File: src/rtl/upd_pkg.sv
// ----------------------------------------------------------------------------
// upd_pkg: shared types and constants of the URL percent decoder
// Character codes, item classes, the escape phase encoding and the item record
// that travels from the front part to the back part.
// ----------------------------------------------------------------------------
`default_nettype none

package upd_pkg;

    // Upper bound on the decoded length of one string.
    localparam longint unsigned MAX_LENGTH = 65535;

    // The counter is 16 bits wide, so the bound is clipped to what it can hold.
    localparam logic [15:0] COUNT_LIMIT =
        (MAX_LENGTH > 64'd65535) ? 16'hFFFF : 16'(MAX_LENGTH);

    localparam logic [7:0] CHAR_NUL     = 8'h00;
    localparam logic [7:0] CHAR_PERCENT = 8'h25;
    localparam logic [7:0] CHAR_PLUS    = 8'h2B;
    localparam logic [7:0] CHAR_SPACE   = 8'h20;
    localparam logic [7:0] CHAR_0       = 8'h30;
    localparam logic [7:0] CHAR_9       = 8'h39;
    localparam logic [7:0] CHAR_UPPER_A = 8'h41;
    localparam logic [7:0] CHAR_UPPER_F = 8'h46;
    localparam logic [7:0] CHAR_LOWER_A = 8'h61;
    localparam logic [7:0] CHAR_LOWER_F = 8'h66;
    localparam logic [3:0] NIBBLE_TEN   = 4'd10;

    // Class of one encoded character, decided without the escape state.
    typedef enum logic [1:0] {
        KIND_PLAIN   = 2'd0,
        KIND_PERCENT = 2'd1,
        KIND_SPACE   = 2'd2,
        KIND_NUL     = 2'd3
    } item_kind_t;

    // Escape phase of the back part.
    typedef enum logic [2:0] {
        PH_LOOK   = 3'b001,
        PH_FIRST  = 3'b010,
        PH_SECOND = 3'b100
    } escape_phase_t;

    // One classified item as held in the queue.
    typedef struct packed {
        item_kind_t  kind;
        logic [7:0]  data;
        logic [3:0]  nibble;
        logic        last;
    } upd_item_t;

    // Hex value of a character; anything that is not a hex digit counts as 0.
    function automatic logic [3:0] nibble_of(input logic [7:0] c);
        logic [7:0] diff;
        begin
            diff = 8'd0;
            if (c >= CHAR_0 && c <= CHAR_9)
            begin
                diff = c - CHAR_0;
                nibble_of = diff[3:0];
            end
            else if (c >= CHAR_UPPER_A && c <= CHAR_UPPER_F)
            begin
                diff = c - CHAR_UPPER_A;
                nibble_of = diff[3:0] + NIBBLE_TEN;
            end
            else if (c >= CHAR_LOWER_A && c <= CHAR_LOWER_F)
            begin
                diff = c - CHAR_LOWER_A;
                nibble_of = diff[3:0] + NIBBLE_TEN;
            end
            else
            begin
                nibble_of = 4'd0;
            end
        end
    endfunction

endpackage

`default_nettype wire

File: src/rtl/upd_front.sv
// ----------------------------------------------------------------------------
// upd_front: input classification
// Holds the form-mode register, classifies each accepted character and
// extracts its hex value, and hands the result to the item queue.
// ----------------------------------------------------------------------------
`default_nettype none

module upd_front
(
    input  wire logic             clk,
    input  wire logic             rst_n,
    input  wire logic             cfg_valid,
    output      logic             cfg_ready,
    input  wire logic             plus_as_space,
    input  wire logic             push,
    output      logic             full,
    input  wire logic [7:0]       in_byte,
    input  wire logic             last_byte,
    input  wire logic             q_full,
    output      logic             q_wr,
    output      upd_pkg::upd_item_t q_wr_item
);

    logic form_mode_reg;
    logic form_mode_next;

    assign cfg_ready = 1'b1;

    always_comb
    begin
        form_mode_next = form_mode_reg;
        if (cfg_valid)
        begin
            form_mode_next = plus_as_space;
        end
    end

    always_ff @(posedge clk or negedge rst_n)
    begin
        if (!rst_n)
        begin
            form_mode_reg <= 1'b0;
        end
        else
        begin
            form_mode_reg <= form_mode_next;
        end
    end

    assign full = q_full;
    assign q_wr = push && !q_full;

    always_comb
    begin
        q_wr_item.data   = in_byte;
        q_wr_item.last   = last_byte;
        q_wr_item.nibble = upd_pkg::nibble_of(in_byte);
        priority if (in_byte == upd_pkg::CHAR_NUL)
        begin
            q_wr_item.kind = upd_pkg::KIND_NUL;
        end
        else if (in_byte == upd_pkg::CHAR_PERCENT)
        begin
            q_wr_item.kind = upd_pkg::KIND_PERCENT;
        end
        else if (in_byte == upd_pkg::CHAR_PLUS && form_mode_reg)
        begin
            q_wr_item.kind = upd_pkg::KIND_SPACE;
        end
        else
        begin
            q_wr_item.kind = upd_pkg::KIND_PLAIN;
        end
    end

endmodule

`default_nettype wire

File: src/rtl/upd_queue.sv
// ----------------------------------------------------------------------------
// upd_queue: item queue between front and back
// A small circular buffer of classified items; the oldest one is always
// visible at the read side.
// ----------------------------------------------------------------------------
`default_nettype none

module upd_queue
#(
    parameter int unsigned DEPTH = 4
)
(
    input  wire logic               clk,
    input  wire logic               rst_n,
    input  wire logic               wr,
    input  wire upd_pkg::upd_item_t wr_item,
    output      logic               q_full,
    input  wire logic               rd,
    output      logic               rd_valid,
    output      upd_pkg::upd_item_t rd_item
);

    localparam int unsigned PTR_W = (DEPTH > 1) ? $clog2(DEPTH) : 1;
    localparam int unsigned CNT_W = $clog2(DEPTH + 1);
    localparam logic [PTR_W-1:0] LAST_PTR = PTR_W'(DEPTH - 1);
    localparam logic [CNT_W-1:0] FULL_CNT = CNT_W'(DEPTH);

    upd_pkg::upd_item_t entries [DEPTH];

    logic [PTR_W-1:0] wr_ptr_reg;
    logic [PTR_W-1:0] wr_ptr_next;
    logic [PTR_W-1:0] rd_ptr_reg;
    logic [PTR_W-1:0] rd_ptr_next;
    logic [CNT_W-1:0] fill_reg;
    logic [CNT_W-1:0] fill_next;
    logic             do_wr;
    logic             do_rd;

    assign q_full   = (fill_reg == FULL_CNT);
    assign rd_valid = (fill_reg != '0);
    assign rd_item  = entries[rd_ptr_reg];
    assign do_wr    = wr && !q_full;
    assign do_rd    = rd && rd_valid;

    always_comb
    begin
        wr_ptr_next = wr_ptr_reg;
        rd_ptr_next = rd_ptr_reg;
        fill_next   = fill_reg;
        if (do_wr)
        begin
            wr_ptr_next = (wr_ptr_reg == LAST_PTR) ? '0 : wr_ptr_reg + 1'b1;
        end
        if (do_rd)
        begin
            rd_ptr_next = (rd_ptr_reg == LAST_PTR) ? '0 : rd_ptr_reg + 1'b1;
        end
        if (do_wr && !do_rd)
        begin
            fill_next = fill_reg + 1'b1;
        end
        else if (do_rd && !do_wr)
        begin
            fill_next = fill_reg - 1'b1;
        end
    end

    always_ff @(posedge clk or negedge rst_n)
    begin
        if (!rst_n)
        begin
            wr_ptr_reg <= '0;
            rd_ptr_reg <= '0;
            fill_reg   <= '0;
        end
        else
        begin
            wr_ptr_reg <= wr_ptr_next;
            rd_ptr_reg <= rd_ptr_next;
            fill_reg   <= fill_next;
        end
    end

    always_ff @(posedge clk)
    begin
        if (do_wr)
        begin
            entries[wr_ptr_reg] <= wr_item;
        end
    end

endmodule

`default_nettype wire

File: src/rtl/upd_back.sv
// ----------------------------------------------------------------------------
// upd_back: escape decoding and result register
// Tracks the escape phase, assembles escaped bytes, counts decoded characters
// and holds the next result until the consumer takes it.
// ----------------------------------------------------------------------------
`default_nettype none

module upd_back
(
    input  wire logic               clk,
    input  wire logic               rst_n,
    input  wire logic               q_valid,
    input  wire upd_pkg::upd_item_t q_item,
    output      logic               q_rd,
    output      logic               empty,
    input  wire logic               pop,
    output      logic               byte_valid,
    output      logic [7:0]         out_byte,
    output      logic               terminator_written,
    output      logic               done_res,
    output      logic [15:0]        decoded_length
);

    upd_pkg::escape_phase_t phase_reg;
    upd_pkg::escape_phase_t phase_next;
    logic [3:0]             high_nibble_reg;
    logic [3:0]             high_nibble_next;
    logic [15:0]            char_count_reg;
    logic [15:0]            char_count_next;
    logic                   res_valid_reg;
    logic                   res_valid_next;

    logic                   have;
    logic [7:0]             ch;
    logic [15:0]            count_bumped;
    logic                   emit;

    logic                   res_byte_valid_reg;
    logic [7:0]             res_byte_reg;
    logic                   res_term_reg;
    logic                   res_done_reg;
    logic [15:0]            res_length_reg;

    // An item leaves the queue whenever the result slot is free or emptying.
    assign q_rd = q_valid && (!res_valid_reg || pop);

    always_comb
    begin
        have             = 1'b0;
        ch               = 8'd0;
        phase_next       = phase_reg;
        high_nibble_next = high_nibble_reg;
        unique case (phase_reg)
            upd_pkg::PH_FIRST:
            begin
                high_nibble_next = q_item.nibble;
                phase_next       = upd_pkg::PH_SECOND;
            end
            upd_pkg::PH_SECOND:
            begin
                ch         = {high_nibble_reg, q_item.nibble};
                have       = 1'b1;
                phase_next = upd_pkg::PH_LOOK;
            end
            default:
            begin
                phase_next = upd_pkg::PH_LOOK;
                unique case (q_item.kind)
                    upd_pkg::KIND_PERCENT:
                    begin
                        phase_next = upd_pkg::PH_FIRST;
                    end
                    upd_pkg::KIND_SPACE:
                    begin
                        ch   = upd_pkg::CHAR_SPACE;
                        have = 1'b1;
                    end
                    default:
                    begin
                        ch   = q_item.data;
                        have = 1'b1;
                    end
                endcase
            end
        endcase

        count_bumped = char_count_reg;
        if (have && char_count_reg < upd_pkg::COUNT_LIMIT)
        begin
            count_bumped = char_count_reg + 16'd1;
        end
        char_count_next = count_bumped;
        emit            = have || q_item.last;

        // A zero byte overrides all decoding and ends the string.
        if (q_item.kind == upd_pkg::KIND_NUL)
        begin
            have            = 1'b0;
            ch              = 8'd0;
            count_bumped    = char_count_reg;
            emit            = 1'b1;
        end

        if (q_item.kind == upd_pkg::KIND_NUL || q_item.last)
        begin
            phase_next       = upd_pkg::PH_LOOK;
            high_nibble_next = 4'd0;
            char_count_next  = 16'd0;
        end

        if (!q_rd)
        begin
            phase_next       = phase_reg;
            high_nibble_next = high_nibble_reg;
            char_count_next  = char_count_reg;
        end

        res_valid_next = res_valid_reg;
        if (q_rd && emit)
        begin
            res_valid_next = 1'b1;
        end
        else if (pop)
        begin
            res_valid_next = 1'b0;
        end
    end

    always_ff @(posedge clk or negedge rst_n)
    begin
        if (!rst_n)
        begin
            phase_reg       <= upd_pkg::PH_LOOK;
            high_nibble_reg <= 4'd0;
            char_count_reg  <= 16'd0;
            res_valid_reg   <= 1'b0;
        end
        else
        begin
            phase_reg       <= phase_next;
            high_nibble_reg <= high_nibble_next;
            char_count_reg  <= char_count_next;
            res_valid_reg   <= res_valid_next;
        end
    end

    always_ff @(posedge clk)
    begin
        if (q_rd && emit)
        begin
            res_byte_valid_reg <= have;
            res_byte_reg       <= ch;
            res_term_reg       <= (q_item.kind == upd_pkg::KIND_NUL);
            res_done_reg       <= (q_item.kind == upd_pkg::KIND_NUL) || q_item.last;
            res_length_reg     <= count_bumped;
        end
    end

    assign empty              = !res_valid_reg;
    assign byte_valid         = res_byte_valid_reg;
    assign out_byte           = res_byte_reg;
    assign terminator_written = res_term_reg;
    assign done_res           = res_done_reg;
    assign decoded_length     = res_length_reg;

endmodule

`default_nettype wire

File: src/rtl/url_percent_decoder_top.sv
// An accepted character is registered in the queue, then decoded into the result register.
// Throughput: one character per cycle while full is low; phase and length update per item.
// Up to QUEUE_DEPTH classified characters plus one finished result can wait downstream.
// Reset (rst_n low, asynchronous) empties the queue and result slot, clears form mode,
// returns the escape phase to looking for a percent sign and zeroes the length.
// ----------------------------------------------------------------------------
// url_percent_decoder_top: streaming URL percent-escape decoder
// Decodes one encoded character per transfer into decoded characters, with
// an end-of-string result that carries the decoded length.
// ----------------------------------------------------------------------------
`default_nettype none

module url_percent_decoder_top
#(
    parameter int unsigned QUEUE_DEPTH = 4
)
(
    input  wire logic        clk,
    input  wire logic        rst_n,
    // Configuration write channel: the form-mode bit.
    input  wire logic        cfg_valid,
    output      logic        cfg_ready,
    input  wire logic        plus_as_space,
    // Input side, queue style.
    input  wire logic        push,
    output      logic        full,
    input  wire logic [7:0]  in_byte,
    input  wire logic        last_byte,
    // Result side, queue style.
    output      logic        empty,
    input  wire logic        pop,
    output      logic        byte_valid,
    output      logic [7:0]  out_byte,
    output      logic        terminator_written,
    output      logic        done_res,
    output      logic [15:0] decoded_length
);

    // The front part classifies each character on its own: zero byte, percent
    // sign, plus sign in form mode, or anything else, and precomputes its hex
    // value. None of that depends on the escape state, so the front waits on the
    // back only through a full queue.
    logic               q_wr;
    upd_pkg::upd_item_t q_wr_item;
    logic               q_full;
    logic               q_rd;
    logic               q_valid;
    upd_pkg::upd_item_t q_rd_item;

    upd_front u_front
    (
        .clk           (clk),
        .rst_n         (rst_n),
        .cfg_valid     (cfg_valid),
        .cfg_ready     (cfg_ready),
        .plus_as_space (plus_as_space),
        .push          (push),
        .full          (full),
        .in_byte       (in_byte),
        .last_byte     (last_byte),
        .q_full        (q_full),
        .q_wr          (q_wr),
        .q_wr_item     (q_wr_item)
    );

    // The queue lets the input keep flowing while the consumer stalls the
    // result side, until it fills up.
    upd_queue
    #(
        .DEPTH (QUEUE_DEPTH)
    )
    u_queue
    (
        .clk      (clk),
        .rst_n    (rst_n),
        .wr       (q_wr),
        .wr_item  (q_wr_item),
        .q_full   (q_full),
        .rd       (q_rd),
        .rd_valid (q_valid),
        .rd_item  (q_rd_item)
    );

    // The back part owns the escape phase, the pending high nibble and the
    // length counter. It drains one item per cycle while its result register
    // is free or being popped in the same cycle. Items that produce no result,
    // such as a percent sign or the first hex digit, are retired without
    // touching the result register.
    upd_back u_back
    (
        .clk                (clk),
        .rst_n              (rst_n),
        .q_valid            (q_valid),
        .q_item             (q_rd_item),
        .q_rd               (q_rd),
        .empty              (empty),
        .pop                (pop),
        .byte_valid         (byte_valid),
        .out_byte           (out_byte),
        .terminator_written (terminator_written),
        .done_res           (done_res),
        .decoded_length     (decoded_length)
    );

endmodule

`default_nettype wire
File: config.mk
export PLATFORM = sky130hd
export DESIGN_NAME = url_percent_decoder_top
export DESIGN_NICKNAME = d
export VERILOG_FILES = /design/src/rtl/upd_pkg.sv /design/src/rtl/upd_front.sv /design/src/rtl/upd_queue.sv /design/src/rtl/upd_back.sv /design/src/rtl/url_percent_decoder_top.sv
export SDC_FILE = /design/constraint.sdc
export NUM_CORES = 1
export LEC_CHECK = 0
export BUFFER_PORTS_ARGS = -buffer_cell sky130_fd_sc_hd__buf_2
export CELL_PAD_IN_SITES_DETAIL_PLACEMENT = 1
export CELL_PAD_IN_SITES_GLOBAL_PLACEMENT = 1
export CORE_MARGIN = 4
export CORE_UTILIZATION = 45
export DETAILED_ROUTE_END_ITERATION = 10
export HOLD_SLACK_MARGIN = 0.06
export PLACE_DENSITY_LB_ADDON = 0.1
export SETUP_SLACK_MARGIN = 0.2
export SLEW_MARGIN = 30
export SYNTH_ARGS = -nofsm -noshare
export SYNTH_HDL_FRONTEND = slang
export SYNTH_SLANG_ARGS = --single-unit
File: constraint.sdc
create_clock -name clk -period 3.8 [get_ports clk]
set_input_delay 0.38 -clock clk [delete_from_list [all_inputs] [get_ports clk]]
set_output_delay 0.38 -clock clk [all_outputs]
set_load 0.005 [all_outputs]
==> qor.yml, run 1 <==
groute.usage.overall_pct: 18.4
ys_seq_area_share_pct: 62.2
yosys_warnings: 0
power_mw: 5.34
outcome: "complete, no violations"
dp_cells: 556
wl_per_cell_um: 20.0
path_max_fanout: 12
crit_path_start_kind: "register"
critPathSlowestCell: "mux4_2"
max-cap-violations: 0
hpwl_mm: 7.98
fin_area_um2: 6410
reg2regPathDepth: 7
nets: 458
drt-met1-wl_mm: 5.01
crit_path_cell_trace: "mux4_2 > ha_1 > o21bai_1 > a22oi_1 > buf_4 > and3b_1 > mux2_2"
tns_ns: 0
async_reset_ff_share_pct: 26.9
overflow: 0
rows: 40
fill_cells: 1200
grt_max_degree: 33
gp_congestion: 0.856
fin_crit_ns: 3.14
drt_iter0_drc: 196
met2WireLength_mm: 6.04
cts_sinks: 119
synth_flop_cell: "edfxtp_1"
synth_nets: 412
rsz0062_at_grt: "no"
drt-pass1-iter-count: 4
ys_ff_latch: 119
powerDensity_nw_per_um2: 832
io_buffers: 43
dr_wl_met3_um: 364
cts_inserted_buffers: 17
ctsHtreeMaxLevel: 4
synth_top_cell_area_share_pct: 47.6
synthTopCellsByArea: "edfxtp_1 48%, dfrtp_1 14%, mux4_2 6.2%"
slew-limit-headroom_pct: 44.0
cts_tree: "built"
crit_end: "u_back.decoded_length[1]"
cellLeakagePower_nw: 2.44
clk_pin_slew_ns: 0.05
fin_crit_sh_pct: 82.5
r2r_start: "u_queue.rd_ptr_reg[0]"
synthCells: 382
hp-class: "input pin to asynchronous set/reset pin"
coreArea_um2: 12000
routed_via_density: 5.73
postRouteAntennaNets: 0
dieHeight_um: 118
seq_area_um2: 3410
antenna_cells: 0
finalWirelength_mm: 11.7
slew_violations: 0
worstSkewPairLatency_ns: 0.42
initial_core_util_pct: 45.9
grt_pass1_wl_mm: 19.5
setup_ws_ns: 0.663
cp.required_ns: 3.96
drc: 0
vias: 3372
pin_count: 45
regToRegSetupSlack_ns: 0.66
post_cts_buffers: 0
clock-skew-final_ns: 0.00684
slowest_delay_ns: 0.61
yosysTopAreaCell: "edfxtp_1"
pre_cts_slack_ns: 0.660
layout.cells.non_filler: 588
root_buffer: "clkbuf_16"
max_freq_mhz: 319
avgSynthCellArea_um2: 14.4
peakVddDrop_mv: 0.409
die_x_um: 118
syn2layout_area_growth_pct: 16.8
timing.hold.ws_ns: 0.0515
top_layer: "met4"
r2r-end: "u_back.decoded_length[1]"
dpl-instance-area_um2: 5800
antenna_found_initial: 0
startpoint: "u_queue.rd_ptr_reg[0]"
largest_reg_flops: 60
synth-edff-count: 87
synth_cell_type_count: 69
worst_pin_slew_ns: 0.840
multi_input_area_um2: 1900
design.die.area_um2: 14000
grt_pass1_vias: 3565
crit_path_end_kind: "register"
drive_gt1_share_pct: 25.4
hold_viol: 0
final_core_util_pct: 53.6
setup_viol: 0
cts_max_path_buffers: 2
syn_area_um2: 5490
ctsHoldBuffers: 0
critPathKind: "register to register"
cts_resized: 0
cp.arrival_ns: 3.30
layout make-up:
| cell class | instances | area share (%) |
|---|---|---|
| well taps | 147 | 2.87 |
| repair buffers | 48 | 3.94 |
| clock inverters | 9 | 2.36 |
| clock buffers | 23 | 7.14 |
| multi-input cells | 228 | 29.6 |
| inverters | 14 | 0.858 |
| flip-flops and latches | 119 | 53.2 |
worst max-delay path: cells and delay by family, from the launching register on:
kind                       cells  cell delay [ns]
AOI/OAI and AO/OA              2             0.34
adders and majority gates      1             0.25
buffers and inverters          1             0.21
DFF                            1             0.59
muxes                          2             1.00
and+or+nand+nor                1             0.48
kinds of logic (layout without fill, tap and decap cells):
kind of cell | Yosys count | in the layout | share of synthesized area [%]
multiplexers | 21 | 21 | 7.34
adder cells (fa/ha/maj) | 15 | 15 | 3.55
XOR/XNOR | 19 | 19 | 3.03
AND/OR/NAND/NOR | 105 | 105 | 11.3
buffers and inverters | 35 | 94 | 3.30
flip-flops | 119 | 119 | 62.2
AO/OA/AOI/OAI | 67 | 67 | 9.27
other | 1 | 1 | 0.0683
worst min-delay path by stage:
stage	slack [ns]	end	depth (start not counted)
finish	0.05	u_back.char_count_reg[6]	1
global route	0.11	u_back.char_count_reg[6]	1
CTS	0.08	u_back.phase_reg[2]	1
detailed placement	0.48	u_queue.fill_reg[2]	1
global placement	0.48	u_queue.fill_reg[2]	1
floorplan	0.08	u_back.char_count_reg[0]	0
Yosys cell counts, drive strengths merged (2+ instances only):
cell    number
nor3b        4
o31ai       10
nor4         4
nand2b       2
dfrtp       31
mux2i        2
xor2         4
a31oi        2
nor3         3
nand3b       2
o211ai       9
edfxtp      87
a22oi        8
mux4        15
o21bai       3
and3b        2
nand3       15
o21ai        7
nand2       28
nand4       10
a211oi       2
clkbuf       5
a22o         6
or4          2
inv         14
buf         16
nor2b        2
mux2         4
a21o         5
and2         5
ha          14
a41oi        2
xnor2       15
nor2        19
and4         3
a21oi        4
cells in the final DEF, fill, tap and decap left out, types with 8 or more instances in the layout:
cell type and n:
o31ai_1 10, ha_1 14, o211ai_1 9, buf_2 43, nand3_1 13, xnor2_1 15
nor2_1 15, mux4_2 15, dfrtp_1 31, edfxtp_1 87, nand4_1 8, inv_1 13
clkbuf_16 17, a22oi_1 8, nand2_1 26
where the power goes:
| part | internal, mW | switching (mW) | total [mW] | leakage (nW) |
|---|---|---|---|---|
| sequential | 1.86 | 0.176 | 2.04 | 1.23 |
| clock | 1.11 | 0.541 | 1.65 | 0.295 |
| combinational | 0.636 | 1.01 | 1.65 | 0.914 |
metal layers:
| metal | GRT usage [%] | vias to the layer above |
|---|---|---|
| met1 | 22.2 | 1727 |
| met5 | 0 | - |
| met2 | 30.9 | 63 |
| li1 | - | 1562 |
| met4 | 8.98 | 0 |
| met3 | 4.55 | 20 |
Power figures use the tool's default switching activity.
==> inputs of run 2 (changes only) <==
clock period = 2.8 ns   (was 3.8 ns; I/O delays follow)
==> qor.yml, run 2 (synthesized netlist as in run 1, its figures left out) <==
grt_pass1_vias: 3671
dieHeight_um: 118
tns_ns: 0
clock-skew-final_ns: 0.0115
intPower_mw: 4.83
critPathKind: "register to register"
dp_cells: 566
switchingPower_mw: 2.42
nets: 469
sw_frac_of_total_pct: 33.4
clk_pin_slew_ns: 0.05
layout_common_cells: "87 x edfxtp_1, 43 x buf_2, 30 x dfrtp_1"
final_common_cell: "edfxtp_1"
grt_max_degree: 33
pin_count: 45
setup_viol: 0
hold_viol: 0
layout.cells.non_filler: 599
gp_congestion: 0.839
overflow: 0
drc: 0
cp.arrival_ns: 2.67
cellLeakagePower_nw: 2.48
crit_path_end_kind: "register"
wl_per_cell_um: 19.5
r2r_start: "u_queue.rd_ptr_reg[0]"
drive_gt1_share_pct: 28.8
top_layer: "met4"
path_max_fanout: 12
groute.usage.overall_pct: 18.3
grt_pass1_wl_mm: 19.6
crit_path_start_kind: "register"
cts_tree: "built"
coreArea_um2: 12000
fin_crit_ns: 2.50
max_freq_mhz: 400
startpoint: "u_queue.rd_ptr_reg[0]"
regToRegSetupSlack_ns: 0.30
io_buffers: 43
antenna_cells: 0
root_buffer: "clkbuf_16"
sequentialPowerShare_pct: 37.6
largest_reg_flops: 60
drt-pass1-iter-count: 5
rsz0062_at_grt: "no"
drt-met1-wl_mm: 4.89
clkPwrFrac_pct: 28.6
rows: 40
cts_max_path_buffers: 2
cts_inserted_buffers: 17
drt_iter0_drc: 132
antenna_found_initial: 0
fin_area_um2: 6510
peakVddDrop_mv: 0.535
fin_crit_sh_pct: 89.2
design.die.area_um2: 14000
cp.required_ns: 2.97
die_x_um: 118
ctsHtreeMaxLevel: 4
cts_sinks: 119
outcome: "complete, no violations"
hp-class: "input pin to register"
worst_pin_slew_ns: 0.826
dr_wl_met3_um: 348
routed_via_density: 5.69
r2r-end: "u_back.decoded_length[1]"
max-cap-violations: 0
fill_cells: 1166
powerDensity_nw_per_um2: 1110
reg2regPathDepth: 6
worstSkewPairLatency_ns: 0.42
slew_violations: 0
vias: 3410
comb_power_share_pct: 33.9
slew-limit-headroom_pct: 44.9
postRouteAntennaNets: 0
initial_core_util_pct: 45.9
met2WireLength_mm: 6.26
hpwl_mm: 8.04
dpl-instance-area_um2: 5920
syn2layout_area_growth_pct: 18.6
finalWirelength_mm: 11.7
crit_end: "u_back.decoded_length[1]"
[run 2: worst min path at each step]
stage / startpoint / to / slack [ns] / depth (start not counted)
2_1_floorplan: rst_n / u_back.char_count_reg[0] / -0.02 / 0
3_5_place_dp: rst_n / u_back.char_count_reg[8] / 0.43 / 1
3_3_place_gp: rst_n / u_back.char_count_reg[14] / 0.44 / 1
4_1_cts: last_byte / u_queue.entries[3][0] / 0.07 / 1
5_1_grt: last_byte / u_queue.entries[3][0] / 0.08 / 1
6_report: last_byte / u_queue.entries[2][0] / 0.09 / 1
[run 2: per-stage QoR]
| step | hold slack [ns] | worst slack [ns] | power (mW) | util, % |
|---|---|---|---|---|
| final | 0.0872 | 0.302 | 7.25 | 54.4 |
| after global placement | 0.438 | 0.322 | 5.18 | 49.5 |
| after detailed placement | 0.432 | 0.272 | 5.25 | 49.5 |
| after CTS | 0.0719 | 0.275 | 7.35 | 54.3 |
| after global routing | 0.0794 | 0.206 | 7.72 | 54.4 |
| after floorplan | -0.0156 | -0.00780 | 4.41 | - |
[run 2: area by class of cell]
class                      instances  area, µm²  share of cell area [%]
multi-input combinational        228       1940                    29.7
sequential                       119       3420                    52.5
inverter                          14       55.1                   0.846
clock buffer                      18        429                    6.59
clock inverter                    14        136                    2.09
tap                              147        184                    2.82
timing repair buffer              59        354                    5.44
[run 2: what timing repair did]
| item | CTS | global route |
|---|---|---|
| resized for setup | 0 | 3 |
| endpoints found under the setup margin | 0 | 17 |
| hold buffers | 1 | 0 |
| buffers inserted | 0 | 0 |
| endpoints found under the hold margin | 31 | 0 |
[run 2: per-layer routing]
layer | global-route usage, % | up-vias
li1 | - | 1584
met1 | 21.7 | 1757
met2 | 31.9 | 55
met3 | 4.26 | 14
met4 | 7.60 | 0
met5 | 0 | -
[run 2: worst max-delay path: stages, from the launching register on]
cell and delay [ns]:
dfrtp_2 0.40, mux4_2 0.57, ha_4 0.19, o21bai_1 0.15
a22oi_2 0.19, and3b_2 0.38, mux2_2 0.37
[run 2: power groups by stage]
stage	registers, mW	clock network (mW)	logic (mW)
finish	2.72	2.07	2.46
detailed placement	2.76	0	2.49
CTS	2.73	2.12	2.50
floorplan	2.74	0	1.67
global route	2.78	2.21	2.73
global placement	2.73	0	2.45
